## src/rtl/core/act_pkg.sv

```systemverilog
// act_pkg: token kinds, scanner modes, token record and character helpers
// for the assembler tokenizer; no dependencies
`timescale 1ns / 1ps

package act_pkg;

    localparam int FIELD_W = 16;
    localparam int QUEUE_DEPTH = 4;

    typedef enum logic [3:0] {
        KIND_EOS      = 4'd0,
        KIND_NEWLINE  = 4'd1,
        KIND_REGISTER = 4'd2,
        KIND_IDENT    = 4'd3,
        KIND_NUMBER   = 4'd4,
        KIND_COLON    = 4'd5,
        KIND_COMMA    = 4'd6,
        KIND_DOT      = 4'd7,
        KIND_ERROR    = 4'd8
    } tok_kind_t;

    typedef enum logic [2:0] {
        MODE_IDLE    = 3'd0,
        MODE_REG     = 3'd1,
        MODE_IDENT   = 3'd2,
        MODE_ZERO    = 3'd3,
        MODE_DEC     = 3'd4,
        MODE_HEX     = 3'd5,
        MODE_COMMENT = 3'd6,
        MODE_HALT    = 3'd7
    } scan_mode_t;

    localparam logic [15:0] ERR_BAD_REGISTER = 16'd0;
    localparam logic [15:0] ERR_UNEXPECTED   = 16'd1;

    localparam logic [7:0] CH_NUL       = 8'h00;
    localparam logic [7:0] CH_TAB       = 8'h09;
    localparam logic [7:0] CH_NEWLINE   = 8'h0a;
    localparam logic [7:0] CH_VT        = 8'h0b;
    localparam logic [7:0] CH_FF        = 8'h0c;
    localparam logic [7:0] CH_CR        = 8'h0d;
    localparam logic [7:0] CH_SPACE     = 8'h20;
    localparam logic [7:0] CH_COMMA     = 8'h2c;
    localparam logic [7:0] CH_DOT       = 8'h2e;
    localparam logic [7:0] CH_ZERO      = 8'h30;
    localparam logic [7:0] CH_COLON     = 8'h3a;
    localparam logic [7:0] CH_SEMICOLON = 8'h3b;
    localparam logic [7:0] CH_UPPER_V   = 8'h56;
    localparam logic [7:0] CH_UPPER_X   = 8'h58;
    localparam logic [7:0] CH_UNDERLINE = 8'h5f;
    localparam logic [7:0] CH_LOWER_V   = 8'h76;
    localparam logic [7:0] CH_LOWER_X   = 8'h78;

    typedef struct packed {
        tok_kind_t            kind;
        logic [FIELD_W-1:0]   value;
        logic [FIELD_W-1:0]   line;
        logic [FIELD_W-1:0]   column;
        logic [FIELD_W-1:0]   ident_start;
        logic [FIELD_W-1:0]   ident_length;
        logic [7:0]           bad;
        logic                 last;
    } token_t;

    typedef struct packed {
        logic [1:0] count;
        token_t     first;
        token_t     second;
    } push_t;

    function automatic logic is_digit(input logic [7:0] b);
        return (b >= 8'h30) && (b <= 8'h39);
    endfunction

    function automatic logic is_alpha(input logic [7:0] b);
        return ((b >= 8'h61) && (b <= 8'h7a)) || ((b >= 8'h41) && (b <= 8'h5a));
    endfunction

    function automatic logic is_hex_letter(input logic [7:0] b);
        return ((b >= 8'h61) && (b <= 8'h66)) || ((b >= 8'h41) && (b <= 8'h46));
    endfunction

    function automatic logic is_hex(input logic [7:0] b);
        return is_digit(b) || is_hex_letter(b);
    endfunction

    function automatic logic is_blank(input logic [7:0] b);
        return (b == CH_SPACE) || (b == CH_TAB) || (b == CH_VT) || (b == CH_FF) ||
               (b == CH_CR);
    endfunction

    function automatic logic [3:0] hex_of(input logic [7:0] b);
        return is_digit(b) ? b[3:0] : 4'(b[3:0] + 4'd9);
    endfunction

endpackage

```

## src/rtl/core/act_if.sv

```systemverilog
// act_byte_if and act_token_if: valid/ready channels for source bytes and tokens
// depends on nothing
`timescale 1ns / 1ps

interface act_byte_if;
    logic       valid;
    logic       ready;
    logic [7:0] source_byte;

    modport source (output valid, output source_byte, input ready);
    modport sink (input valid, input source_byte, output ready);
endinterface

interface act_token_if;
    logic        valid;
    logic        ready;
    logic [3:0]  token_kind;
    logic [15:0] token_value;
    logic [15:0] token_line;
    logic [15:0] token_column;
    logic [15:0] ident_start;
    logic [15:0] ident_length;
    logic [7:0]  offending_byte;
    logic        last_of_run;

    modport source (output valid, output token_kind, output token_value,
                    output token_line, output token_column, output ident_start,
                    output ident_length, output offending_byte, output last_of_run,
                    input ready);
    modport sink (input valid, input token_kind, input token_value,
                  input token_line, input token_column, input ident_start,
                  input ident_length, input offending_byte, input last_of_run,
                  output ready);
endinterface

```

## src/rtl/core/assembler_char_tokenizer.sv

```systemverilog
// assembler_char_tokenizer: top level, scanner feeding a token queue
// depends on act_pkg, act_if, act_scan, act_tok_queue
`timescale 1ns / 1ps

// usage
// src carries one source byte a beat, a zero byte marks end of source
// tok carries one token a beat with its kind, value, line, column, identifier
// offset and length, offending byte and a flag on the last token of a byte
// a byte is scanned in the cycle it is accepted; its tokens are written to a
// four-entry queue, and when the queue was empty the first shows on tok in
// the next cycle; throughput is one byte a cycle while src.ready is high;
// a byte that closes an identifier or number and is itself a token gives
// two beats, and the single tok port then sets the pace to one token a cycle
// src.ready is high while the queue has two free entries, so a stalled
// receiver holds every token and intake stops until room is made
// after an error token bytes are still taken but give no tokens until reset
// reset empties the queue and puts line and column at 1, position at 0
module assembler_char_tokenizer #(
    parameter int VALUE_WIDTH    = 16,
    parameter int POSITION_WIDTH = 16
) (
    input  logic         clk,
    input  logic         rst_n,
    act_byte_if.sink     src,
    act_token_if.source  tok
);
    import act_pkg::*;

    push_t  push;
    token_t head;
    logic   fire;
    logic   not_empty;
    logic   room_for_two;

    assign src.ready = room_for_two;
    assign fire = src.valid && room_for_two;

    act_scan #(
        .VALUE_WIDTH    (VALUE_WIDTH),
        .POSITION_WIDTH (POSITION_WIDTH)
    ) u_scan (
        .clk         (clk),
        .rst_n       (rst_n),
        .fire        (fire),
        .source_byte (src.source_byte),
        .push        (push)
    );

    act_tok_queue u_queue (
        .clk          (clk),
        .rst_n        (rst_n),
        .push_en      (fire),
        .push         (push),
        .pop          (tok.ready),
        .head         (head),
        .not_empty    (not_empty),
        .room_for_two (room_for_two)
    );

    assign tok.valid = not_empty;
    assign tok.token_kind = head.kind;
    assign tok.token_value = head.value;
    assign tok.token_line = head.line;
    assign tok.token_column = head.column;
    assign tok.ident_start = head.ident_start;
    assign tok.ident_length = head.ident_length;
    assign tok.offending_byte = head.bad;
    assign tok.last_of_run = head.last;

endmodule

```

## src/rtl/core/act_scan.sv

```systemverilog
// act_scan: scanner state and per-byte token decision, up to two tokens a beat
// depends on act_pkg
`timescale 1ns / 1ps

module act_scan #(
    parameter int VALUE_WIDTH    = 16,
    parameter int POSITION_WIDTH = 16
) (
    input  logic          clk,
    input  logic          rst_n,
    input  logic          fire,
    input  logic [7:0]    source_byte,
    output act_pkg::push_t push
);
    import act_pkg::*;

    localparam int VW = VALUE_WIDTH;
    localparam int PW = POSITION_WIDTH;
    localparam int VW_EXT = (VW > FIELD_W) ? VW : FIELD_W;
    localparam int PW_EXT = (PW > FIELD_W) ? PW : FIELD_W;
    localparam logic [VW-1:0] VALUE_MAX = {VW{1'b1}};
    localparam logic [PW-1:0] POS_MAX = {PW{1'b1}};
    localparam logic [PW-1:0] POS_ONE = PW'(1);

    scan_mode_t    mode_reg, mode_next;
    logic [VW-1:0] acc_reg, acc_next;
    logic [PW-1:0] line_reg, line_next;
    logic [PW-1:0] col_reg, col_next;
    logic [PW-1:0] pos_reg, pos_next;
    logic [PW-1:0] sline_reg, sline_next;
    logic [PW-1:0] scol_reg, scol_next;
    logic [PW-1:0] spos_reg, spos_next;

    function automatic logic [PW-1:0] sat_inc(input logic [PW-1:0] v);
        return (v == POS_MAX) ? POS_MAX : PW'(v + POS_ONE);
    endfunction

    function automatic logic [FIELD_W-1:0] pos16(input logic [PW-1:0] v);
        logic [PW_EXT-1:0] ext;
        ext = PW_EXT'(v);
        return ext[FIELD_W-1:0];
    endfunction

    function automatic logic [FIELD_W-1:0] val16(input logic [VW-1:0] v);
        logic [VW_EXT-1:0] ext;
        ext = VW_EXT'(v);
        return ext[FIELD_W-1:0];
    endfunction

    function automatic logic [VW-1:0] accumulate(input logic [VW-1:0] v,
                                                 input logic hex_base,
                                                 input logic [3:0] digit);
        logic [VW+4:0] wide;
        logic [VW+4:0] base;
        base = {5'b0, v};
        if (hex_base)
        begin
            wide = (base << 4) + (VW+5)'(digit);
        end
        else
        begin
            wide = (base << 3) + (base << 1) + (VW+5)'(digit);
        end
        return (|wide[VW+4:VW]) ? VALUE_MAX : wide[VW-1:0];
    endfunction

    // start-of-token decision, shared by idle, a token's end and NUL in a comment
    logic          st_emit;
    token_t        st_tok;
    scan_mode_t    st_mode;
    logic          st_consume;
    logic          st_mark;
    logic          st_acc_load;
    logic [VW-1:0] st_acc_val;
    token_t        blank_tok;

    always_comb
    begin
        blank_tok = '0;
        blank_tok.kind = KIND_EOS;
        blank_tok.line = pos16(line_reg);
        blank_tok.column = pos16(col_reg);

        st_emit = 1'b0;
        st_tok = blank_tok;
        st_mode = MODE_IDLE;
        st_consume = 1'b0;
        st_mark = 1'b0;
        st_acc_load = 1'b0;
        st_acc_val = '0;

        if (is_blank(source_byte))
        begin
            st_consume = 1'b1;
        end
        else if (source_byte == CH_SEMICOLON)
        begin
            st_consume = 1'b1;
            st_mode = MODE_COMMENT;
        end
        else if (source_byte == CH_NUL)
        begin
            st_emit = 1'b1;
            st_tok.kind = KIND_EOS;
        end
        else if (source_byte == CH_NEWLINE)
        begin
            st_emit = 1'b1;
            st_tok.kind = KIND_NEWLINE;
            st_consume = 1'b1;
        end
        else if ((source_byte == CH_LOWER_V) || (source_byte == CH_UPPER_V))
        begin
            st_mark = 1'b1;
            st_consume = 1'b1;
            st_mode = MODE_REG;
        end
        else if (is_alpha(source_byte) || (source_byte == CH_UNDERLINE))
        begin
            st_mark = 1'b1;
            st_consume = 1'b1;
            st_mode = MODE_IDENT;
        end
        else if (source_byte == CH_ZERO)
        begin
            st_mark = 1'b1;
            st_acc_load = 1'b1;
            st_consume = 1'b1;
            st_mode = MODE_ZERO;
        end
        else if (is_digit(source_byte))
        begin
            st_mark = 1'b1;
            st_acc_load = 1'b1;
            st_acc_val = VW'(source_byte[3:0]);
            st_consume = 1'b1;
            st_mode = MODE_DEC;
        end
        else if ((source_byte == CH_COLON) || (source_byte == CH_COMMA) ||
                 (source_byte == CH_DOT))
        begin
            st_emit = 1'b1;
            st_consume = 1'b1;
            st_tok.kind = (source_byte == CH_COLON) ? KIND_COLON :
                          ((source_byte == CH_COMMA) ? KIND_COMMA : KIND_DOT);
        end
        else
        begin
            st_emit = 1'b1;
            st_tok.kind = KIND_ERROR;
            st_tok.value = ERR_UNEXPECTED;
            st_tok.bad = source_byte;
            st_mode = MODE_HALT;
        end
    end

    logic   emit_a;
    token_t tok_a;
    logic   use_start;
    logic   consume;
    logic   mark;
    token_t number_tok;

    always_comb
    begin
        number_tok = blank_tok;
        number_tok.kind = KIND_NUMBER;
        number_tok.value = val16(acc_reg);
        number_tok.line = pos16(sline_reg);
        number_tok.column = pos16(scol_reg);

        mode_next = mode_reg;
        acc_next = acc_reg;
        consume = 1'b0;
        mark = 1'b0;
        emit_a = 1'b0;
        tok_a = blank_tok;
        use_start = 1'b0;

        case (mode_reg)
            MODE_HALT:
            begin
                mode_next = MODE_HALT;
            end
            MODE_REG:
            begin
                emit_a = 1'b1;
                tok_a.line = pos16(sline_reg);
                tok_a.column = pos16(scol_reg);
                if (is_hex(source_byte))
                begin
                    tok_a.kind = KIND_REGISTER;
                    tok_a.value = FIELD_W'(hex_of(source_byte));
                    consume = 1'b1;
                    mode_next = MODE_IDLE;
                end
                else
                begin
                    tok_a.kind = KIND_ERROR;
                    tok_a.value = ERR_BAD_REGISTER;
                    tok_a.bad = source_byte;
                    mode_next = MODE_HALT;
                end
            end
            MODE_IDENT:
            begin
                if (is_alpha(source_byte) || is_digit(source_byte) ||
                    (source_byte == CH_UNDERLINE))
                begin
                    consume = 1'b1;
                end
                else
                begin
                    emit_a = 1'b1;
                    tok_a.kind = KIND_IDENT;
                    tok_a.line = pos16(sline_reg);
                    tok_a.column = pos16(scol_reg);
                    tok_a.ident_start = pos16(spos_reg);
                    tok_a.ident_length = pos16(PW'(pos_reg - spos_reg));
                    use_start = 1'b1;
                end
            end
            MODE_ZERO:
            begin
                if ((source_byte == CH_LOWER_X) || (source_byte == CH_UPPER_X))
                begin
                    consume = 1'b1;
                    mode_next = MODE_HEX;
                end
                else if (is_digit(source_byte))
                begin
                    acc_next = accumulate(acc_reg, 1'b0, source_byte[3:0]);
                    consume = 1'b1;
                    mode_next = MODE_DEC;
                end
                else
                begin
                    emit_a = 1'b1;
                    tok_a = number_tok;
                    use_start = 1'b1;
                end
            end
            MODE_DEC:
            begin
                if (is_digit(source_byte))
                begin
                    acc_next = accumulate(acc_reg, 1'b0, source_byte[3:0]);
                    consume = 1'b1;
                end
                else
                begin
                    emit_a = 1'b1;
                    tok_a = number_tok;
                    use_start = 1'b1;
                end
            end
            MODE_HEX:
            begin
                if (is_hex(source_byte))
                begin
                    acc_next = accumulate(acc_reg, 1'b1, hex_of(source_byte));
                    consume = 1'b1;
                end
                else
                begin
                    emit_a = 1'b1;
                    tok_a = number_tok;
                    use_start = 1'b1;
                end
            end
            MODE_COMMENT:
            begin
                if (source_byte == CH_NUL)
                begin
                    use_start = 1'b1;
                end
                else
                begin
                    consume = 1'b1;
                    if (source_byte == CH_NEWLINE)
                    begin
                        mode_next = MODE_IDLE;
                    end
                end
            end
            default:
            begin
                use_start = 1'b1;
            end
        endcase

        if (use_start)
        begin
            mode_next = st_mode;
            consume = st_consume;
            mark = st_mark;
            if (st_acc_load)
            begin
                acc_next = st_acc_val;
            end
        end

        sline_next = mark ? line_reg : sline_reg;
        scol_next = mark ? col_reg : scol_reg;
        spos_next = mark ? pos_reg : spos_reg;

        pos_next = consume ? sat_inc(pos_reg) : pos_reg;
        line_next = line_reg;
        col_next = col_reg;
        if (consume)
        begin
            if (source_byte == CH_NEWLINE)
            begin
                line_next = sat_inc(line_reg);
                col_next = POS_ONE;
            end
            else
            begin
                col_next = sat_inc(col_reg);
            end
        end
    end

    // pack the tokens of this beat, last flag on the final one
    always_comb
    begin
        push.first = emit_a ? tok_a : st_tok;
        push.second = st_tok;
        push.first.last = 1'b0;
        push.second.last = 1'b1;
        if (emit_a && use_start && st_emit)
        begin
            push.count = 2'd2;
        end
        else if (emit_a || (use_start && st_emit))
        begin
            push.count = 2'd1;
            push.first.last = 1'b1;
        end
        else
        begin
            push.count = 2'd0;
        end
    end

    always_ff @(posedge clk or negedge rst_n)
    begin
        if (!rst_n)
        begin
            mode_reg <= MODE_IDLE;
            acc_reg <= '0;
            line_reg <= POS_ONE;
            col_reg <= POS_ONE;
            pos_reg <= '0;
            sline_reg <= POS_ONE;
            scol_reg <= POS_ONE;
            spos_reg <= '0;
        end
        else if (fire)
        begin
            mode_reg <= mode_next;
            acc_reg <= acc_next;
            line_reg <= line_next;
            col_reg <= col_next;
            pos_reg <= pos_next;
            sline_reg <= sline_next;
            scol_reg <= scol_next;
            spos_reg <= spos_next;
        end
    end

endmodule

```

## src/rtl/core/act_tok_queue.sv

```systemverilog
// act_tok_queue: four-entry token queue, takes up to two tokens a beat, gives one
// depends on act_pkg
`timescale 1ns / 1ps

module act_tok_queue (
    input  logic            clk,
    input  logic            rst_n,
    input  logic            push_en,
    input  act_pkg::push_t  push,
    input  logic            pop,
    output act_pkg::token_t head,
    output logic            not_empty,
    output logic            room_for_two
);
    import act_pkg::*;

    localparam int AW = $clog2(QUEUE_DEPTH);
    localparam int CW = $clog2(QUEUE_DEPTH + 1);

    token_t          entry_reg [QUEUE_DEPTH];
    logic [AW-1:0]   wr_ptr_reg, wr_ptr_next;
    logic [AW-1:0]   rd_ptr_reg, rd_ptr_next;
    logic [CW-1:0]   count_reg, count_next;
    logic [1:0]      n_push;
    logic            do_pop;
    logic [AW-1:0]   wr_ptr_plus1;

    assign n_push = push_en ? push.count : 2'd0;
    assign do_pop = pop && (count_reg != '0);
    assign wr_ptr_plus1 = AW'(wr_ptr_reg + AW'(1));

    always_comb
    begin
        wr_ptr_next = AW'(wr_ptr_reg + AW'(n_push));
        rd_ptr_next = do_pop ? AW'(rd_ptr_reg + AW'(1)) : rd_ptr_reg;
        count_next = CW'(count_reg + CW'(n_push) - CW'(do_pop));
    end

    assign head = entry_reg[rd_ptr_reg];
    assign not_empty = (count_reg != '0);
    assign room_for_two = (count_reg <= CW'(QUEUE_DEPTH - 2));

    always_ff @(posedge clk)
    begin
        if (n_push != 2'd0)
        begin
            entry_reg[wr_ptr_reg] <= push.first;
        end
        if (n_push == 2'd2)
        begin
            entry_reg[wr_ptr_plus1] <= push.second;
        end
    end

    always_ff @(posedge clk or negedge rst_n)
    begin
        if (!rst_n)
        begin
            wr_ptr_reg <= '0;
            rd_ptr_reg <= '0;
            count_reg <= '0;
        end
        else
        begin
            wr_ptr_reg <= wr_ptr_next;
            rd_ptr_reg <= rd_ptr_next;
            count_reg <= count_next;
        end
    end

endmodule

```

## src/flat_wrapper.sv

```systemverilog
// flat-port wrapper written by rule: the top's interface ports become plain ports
module assembler_char_tokenizer_flat import act_pkg::*;
#(
    parameter int VALUE_WIDTH    = 16,
    parameter int POSITION_WIDTH = 16
)
  (clk, rst_n, src_valid, src_source_byte, src_ready, tok_valid, tok_token_kind, tok_token_value, tok_token_line, tok_token_column, tok_ident_start, tok_ident_length, tok_offending_byte, tok_last_of_run, tok_ready);
  act_byte_if src_i ();
  act_token_if tok_i ();
  input  logic clk;
  input  logic rst_n;
  input wire logic [$bits(src_i.valid)-1:0] src_valid;
  input wire logic [$bits(src_i.source_byte)-1:0] src_source_byte;
  output wire logic [$bits(src_i.ready)-1:0] src_ready;
  output wire logic [$bits(tok_i.valid)-1:0] tok_valid;
  output wire logic [$bits(tok_i.token_kind)-1:0] tok_token_kind;
  output wire logic [$bits(tok_i.token_value)-1:0] tok_token_value;
  output wire logic [$bits(tok_i.token_line)-1:0] tok_token_line;
  output wire logic [$bits(tok_i.token_column)-1:0] tok_token_column;
  output wire logic [$bits(tok_i.ident_start)-1:0] tok_ident_start;
  output wire logic [$bits(tok_i.ident_length)-1:0] tok_ident_length;
  output wire logic [$bits(tok_i.offending_byte)-1:0] tok_offending_byte;
  output wire logic [$bits(tok_i.last_of_run)-1:0] tok_last_of_run;
  input wire logic [$bits(tok_i.ready)-1:0] tok_ready;
  assign src_i.valid = src_valid;
  assign src_i.source_byte = src_source_byte;
  assign src_ready = src_i.ready;
  assign tok_valid = tok_i.valid;
  assign tok_token_kind = tok_i.token_kind;
  assign tok_token_value = tok_i.token_value;
  assign tok_token_line = tok_i.token_line;
  assign tok_token_column = tok_i.token_column;
  assign tok_ident_start = tok_i.ident_start;
  assign tok_ident_length = tok_i.ident_length;
  assign tok_offending_byte = tok_i.offending_byte;
  assign tok_last_of_run = tok_i.last_of_run;
  assign tok_i.ready = tok_ready;
  assembler_char_tokenizer #(.VALUE_WIDTH(VALUE_WIDTH), .POSITION_WIDTH(POSITION_WIDTH)) u_core (.clk(clk), .rst_n(rst_n), .src(src_i), .tok(tok_i));
endmodule
```

## config.mk

```make
export PLATFORM = sky130hd
export DESIGN_NAME = assembler_char_tokenizer_flat
export DESIGN_NICKNAME = d
export VERILOG_FILES = /design/src/rtl/core/act_pkg.sv /design/src/rtl/core/act_if.sv /design/src/rtl/core/assembler_char_tokenizer.sv /design/src/rtl/core/act_scan.sv /design/src/rtl/core/act_tok_queue.sv /design/src/flat_wrapper.sv
export SDC_FILE = /design/constraint.sdc
export NUM_CORES = 1
export LEC_CHECK = 0
export BUFFER_PORTS_ARGS = -buffer_cell sky130_fd_sc_hd__clkbuf_2
export CAP_MARGIN = 10
export CORE_UTILIZATION = 50
export DETAILED_ROUTE_END_ITERATION = 12
export HOLD_SLACK_MARGIN = 0.05
export PLACE_DENSITY_LB_ADDON = 0.08
export SKIP_LAST_GASP = 1
export SLEW_MARGIN = 20
export SYNTH_ARGS = -nofsm -noshare
export SYNTH_HDL_FRONTEND = slang
export SYNTH_SLANG_ARGS = --single-unit
```

## constraint.sdc

```tcl
create_clock -name clk -period 3.1 [get_ports clk]
set_input_delay 0.31 -clock clk [delete_from_list [all_inputs] [get_ports clk]]
set_output_delay 0.31 -clock clk [all_outputs]
set_load 0.005 [all_outputs]
```

==> results.py <==
metrics = {
    "layout": {
        "largest_reg_flops": 372,
        "final_net_count": 2412,
        "fin_area_um2": 29300,
        "area_growth_pct": 20.3,
        "fillerInstances": 3867,
        "final_layout_size_suffix_gt1_frac": 0.278,
    },
    "clocking": {
        "cts_tree": "done",
        "htree_levels": 2,
        "worst_setup_hold_path_clk_slew_ns": 0.06,
        "cts_num_sinks": 494,
        "numCtsBuffers": 51,
        "cts.path.max_buffers": 3,
        "ctsRootBufferMaster": "sky130_fd_sc_hd__clkbuf_16",
        "insertion_delay_to_the_later_sink_of_the_worst_skew_pair_ns": 0.59,
    },
    "setup_path": {
        "worstPathMaxFanout": 5,
        "cp_top_family": "compound AO/OA/AOI/OAI gates",
        "critical_path.cell_chain": "fa_2, ha_4, a211oi_4, o21a_1, nor3_2, o2111ai_1, nor3b_2, o211ai_1, buf_4, buf_4, nor3_1, o211ai_1",
        "critical-path-max-stage-delay_ns": 0.64,
        "start_kind": "flop",
        "cp_data_required_time_ns": 3.54,
        "critical_path_class": "flop to flop",
        "cp-end-kind": "flop",
        "crit_path_top_delay_cell": "sky130_fd_sc_hd__fa_2",
        "arrival_ns": 3.61,
        "cp.buffers_inverters": 2,
    },
    "global_routing": {
        "first_global_vias": 19143,
        "grt_util_met3": 0.0465,
        "globalRouteTotalUtil": 0.276,
        "globalRouteMet2Util": 0.467,
        "globalRoute.busiestLayer": "met2",
        "grt_first_pass_wirelength_um": 107000,
        "antenna_found_initial": 1,
        "grt_start_max_net_pins": 67,
        "overflow": 0,
        "gr-usage-met1": 0.361,
    },
    "synthesis": {
        "synth-warning-count": 0,
        "yosysSeqAreaShare": 0.505,
        "synth_cells": 2098,
        "post-synth-top-count-cell": "sky130_fd_sc_hd__dfxtp_1",
        "netlist_top_cells_area": "sky130_fd_sc_hd__edfxtp_1, sky130_fd_sc_hd__dfxtp_1, sky130_fd_sc_hd__dfrtp_1, sky130_fd_sc_hd__mux4_2, sky130_fd_sc_hd__a22o_1",
        "number_of_enable_type_register_cells_in_the_synthesized_netlist": 180,
        "syn_area_per_cell_um2": 11.6,
        "asyncSetResetFlopFracSynth": 0.247,
        "synth.ff_latch_count": 494,
        "synth_top_cell_by_area": "sky130_fd_sc_hd__edfxtp_1",
        "yosys_most_used_dff": "sky130_fd_sc_hd__dfxtp_1",
        "combined_area_of_all_synthesized_cells_um2": 24300,
        "syn-num-nets": 2172,
        "synth.distinct_cells": 96,
        "yosysTopAreaCellShare": 0.222,
        "synth_common_cells": "sky130_fd_sc_hd__dfxtp_1, sky130_fd_sc_hd__nand2_1, sky130_fd_sc_hd__edfxtp_1",
    },
    "drt": {
        "drt_iter0_markers": 1452,
        "post_drt_via_cell_ratio": 6.37,
        "drt_drc_violations_left": 0,
        "num_vias": 19071,
        "route.final.wire_length_um": 69000,
        "postRouteAntennaNets": 0,
        "avgRoutedWirePerCell_um": 23.0,
        "drt_pass1_iterations": 5,
    },
    "timing": {
        "max_freq_mhz": 316,
        "relSlewSlack": 0.532,
        "timing.final.ws_setup_ns": -0.0688,
        "setup_viol": 7,
        "grt_setup_unrepaired": "true",
        "min_period_over_period": 1.02,
        "final_period_minus_worst_setup_slack_ns": 3.17,
        "worst-slew-pin-transition_ns": 0.702,
        "pins_over_their_slew_limit": 0,
        "finClkSkew_ns": 0.0248,
        "timing_hold_violations_final": 0,
    },
    "floorplan": {
        "std_cell_rows": 80,
        "core_region_area_um2": 47800,
        "dieArea_um2": 49600,
        "ios": 107,
        "start_util": 0.509,
        "die_width_um": 223,
        "die_height_um": 223,
    },
    "placed_design": {
        "port-buffer-count": 106,
        "place_area_um2": 27400,
        "gp_congestion": 0.923,
        "dpl.hpwl_um": 47100,
    },
    "job": {
        "cap_viol_max_count": 0,
    },
    "pwr": {
        "power.total_mw": 27.5,
        "pwr_density_cell_nw_per_um2": 940,
        "cellLeakagePower_nw": 11.4,
        "irDropWorstVdd_mv": 0.584,
    },
    "status": {
        "violations": "setup timing",
        "outcome": "finished, violations left",
    },
    "worst_hold_path": {
        "holdCritPathClass": "input pin to flop",
    },
}
==> tightest hold or removal path: stages <==
cell and delay (ns):
sky130_fd_sc_hd__clkbuf_2 0.08, sky130_fd_sc_hd__and2_1 0.22, sky130_fd_sc_hd__xor2_1 0.09
==> final cells by class <==
type,count,area (µm²),share of cell area
antenna,1,2.50,0.0000854
clock buffer,77,1450,0.0496
clock inverter,17,164,0.00559
inverter,47,203,0.00692
multi-input combinational,1382,11400,0.391
sequential,494,12300,0.420
tap,615,769,0.0263
timing repair buffer,362,2940,0.100
==> cells in the final DEF, fill, tap and decap left out, types with 13 or more instances in the layout <==
cell and instances:
sky130_fd_sc_hd__a21oi_1 67, sky130_fd_sc_hd__a22o_1 145, sky130_fd_sc_hd__a32o_1 117, sky130_fd_sc_hd__and2_1 16, sky130_fd_sc_hd__buf_12 38, sky130_fd_sc_hd__buf_4 216, sky130_fd_sc_hd__clkbuf_1 18, sky130_fd_sc_hd__clkbuf_16 51
sky130_fd_sc_hd__clkbuf_2 105, sky130_fd_sc_hd__dfrtp_1 116, sky130_fd_sc_hd__dfxtp_1 192, sky130_fd_sc_hd__edfxtp_1 180, sky130_fd_sc_hd__ha_1 52, sky130_fd_sc_hd__inv_1 39, sky130_fd_sc_hd__mux2_2 41, sky130_fd_sc_hd__mux4_2 93
sky130_fd_sc_hd__nand2_1 189, sky130_fd_sc_hd__nand3_1 57, sky130_fd_sc_hd__nand4_1 19, sky130_fd_sc_hd__nor2_1 80, sky130_fd_sc_hd__nor3_1 30, sky130_fd_sc_hd__o21ai_0 139, sky130_fd_sc_hd__o22ai_1 16, sky130_fd_sc_hd__o2bb2ai_1 23
sky130_fd_sc_hd__o31ai_1 13, sky130_fd_sc_hd__xnor2_1 18, sky130_fd_sc_hd__xor2_1 16
==> power by group <==
part	leakage (nW)	internal [mW]	total, mW	switching, mW
Clock	0.797	3.48	5.99	2.52
Combinational	5.76	5.61	12.1	6.46
Sequential	4.80	8.35	9.47	1.11
Total	11.4	17.4	27.5	10.1
==> stage by stage <==
step | TNS, ns | setup WS, ns | std cells | hold WS, ns | utilization
final | -0.247 | -0.0688 | 2995 | 0.166 | 0.612
after global routing | -2.20 | -0.185 | 2994 | 0.176 | 0.612
after CTS | -0.0438 | -0.0270 | 2991 | 0.144 | 0.609
after detailed placement | -30.96 | -0.298 | 2895 | 0.384 | 0.574
after global placement | -13.22 | -0.220 | 2895 | 0.375 | 0.574
after floorplan | -47.57 | -0.309 | 2098 | 0.0144 | -
==> kinds of logic after synthesis <==
kind of cell               synth area share
AOI/OAI and AO/OA                     0.210
xor gates and xnor gates             0.0122
adders and majority gates            0.0331
buffers and inverters                0.0400
DFF                                   0.505
muxes                                 0.106
and+or+nand+nor                      0.0928
==> final timing paths <==
path	startpoint	endpoint	slack, ns	depth (start not counted)
max	u_core.u_scan.acc_reg[0]	u_core.u_scan.acc_reg[10]	-0.07	12
min	tok_ready	u_core.u_queue.rd_ptr_reg[0]	0.17	3
max reg2reg	u_core.u_scan.acc_reg[0]	u_core.u_scan.acc_reg[10]	-0.07	12
min reg2reg	u_core.u_queue.entry_reg[3][22]	u_core.u_queue.entry_reg[3][22]	0.45	2
max in group asynchronous	rst_n	u_core.u_scan.col_reg[0]	2.00	3
min in group asynchronous	rst_n	u_core.u_queue.rd_ptr_reg[1]	0.34	2
==> metal layers <==
layer | share of wire | vias to the layer above
li1 | - | 8685
met1 | 0.42 | 9618
met4 | 0.026 | 0
met2 | 0.49 | 644
met3 | 0.064 | 124
met5 | 0 | -
==> timing repair <==
| item | 4_1_cts | 5_1_grt |
|---|---|---|
| pin swaps | 4 | 27 |
| gates resized for setup | 13 | 33 |
| hold endpoints to repair | 61 | 0 |
| hold buffers | 1 | 0 |
| setup endpoints to repair | 20 | 28 |
| gates cloned | 0 | 1 |
| setup buffers | 1 | 2 |
(Power assumes the default switching activity.)
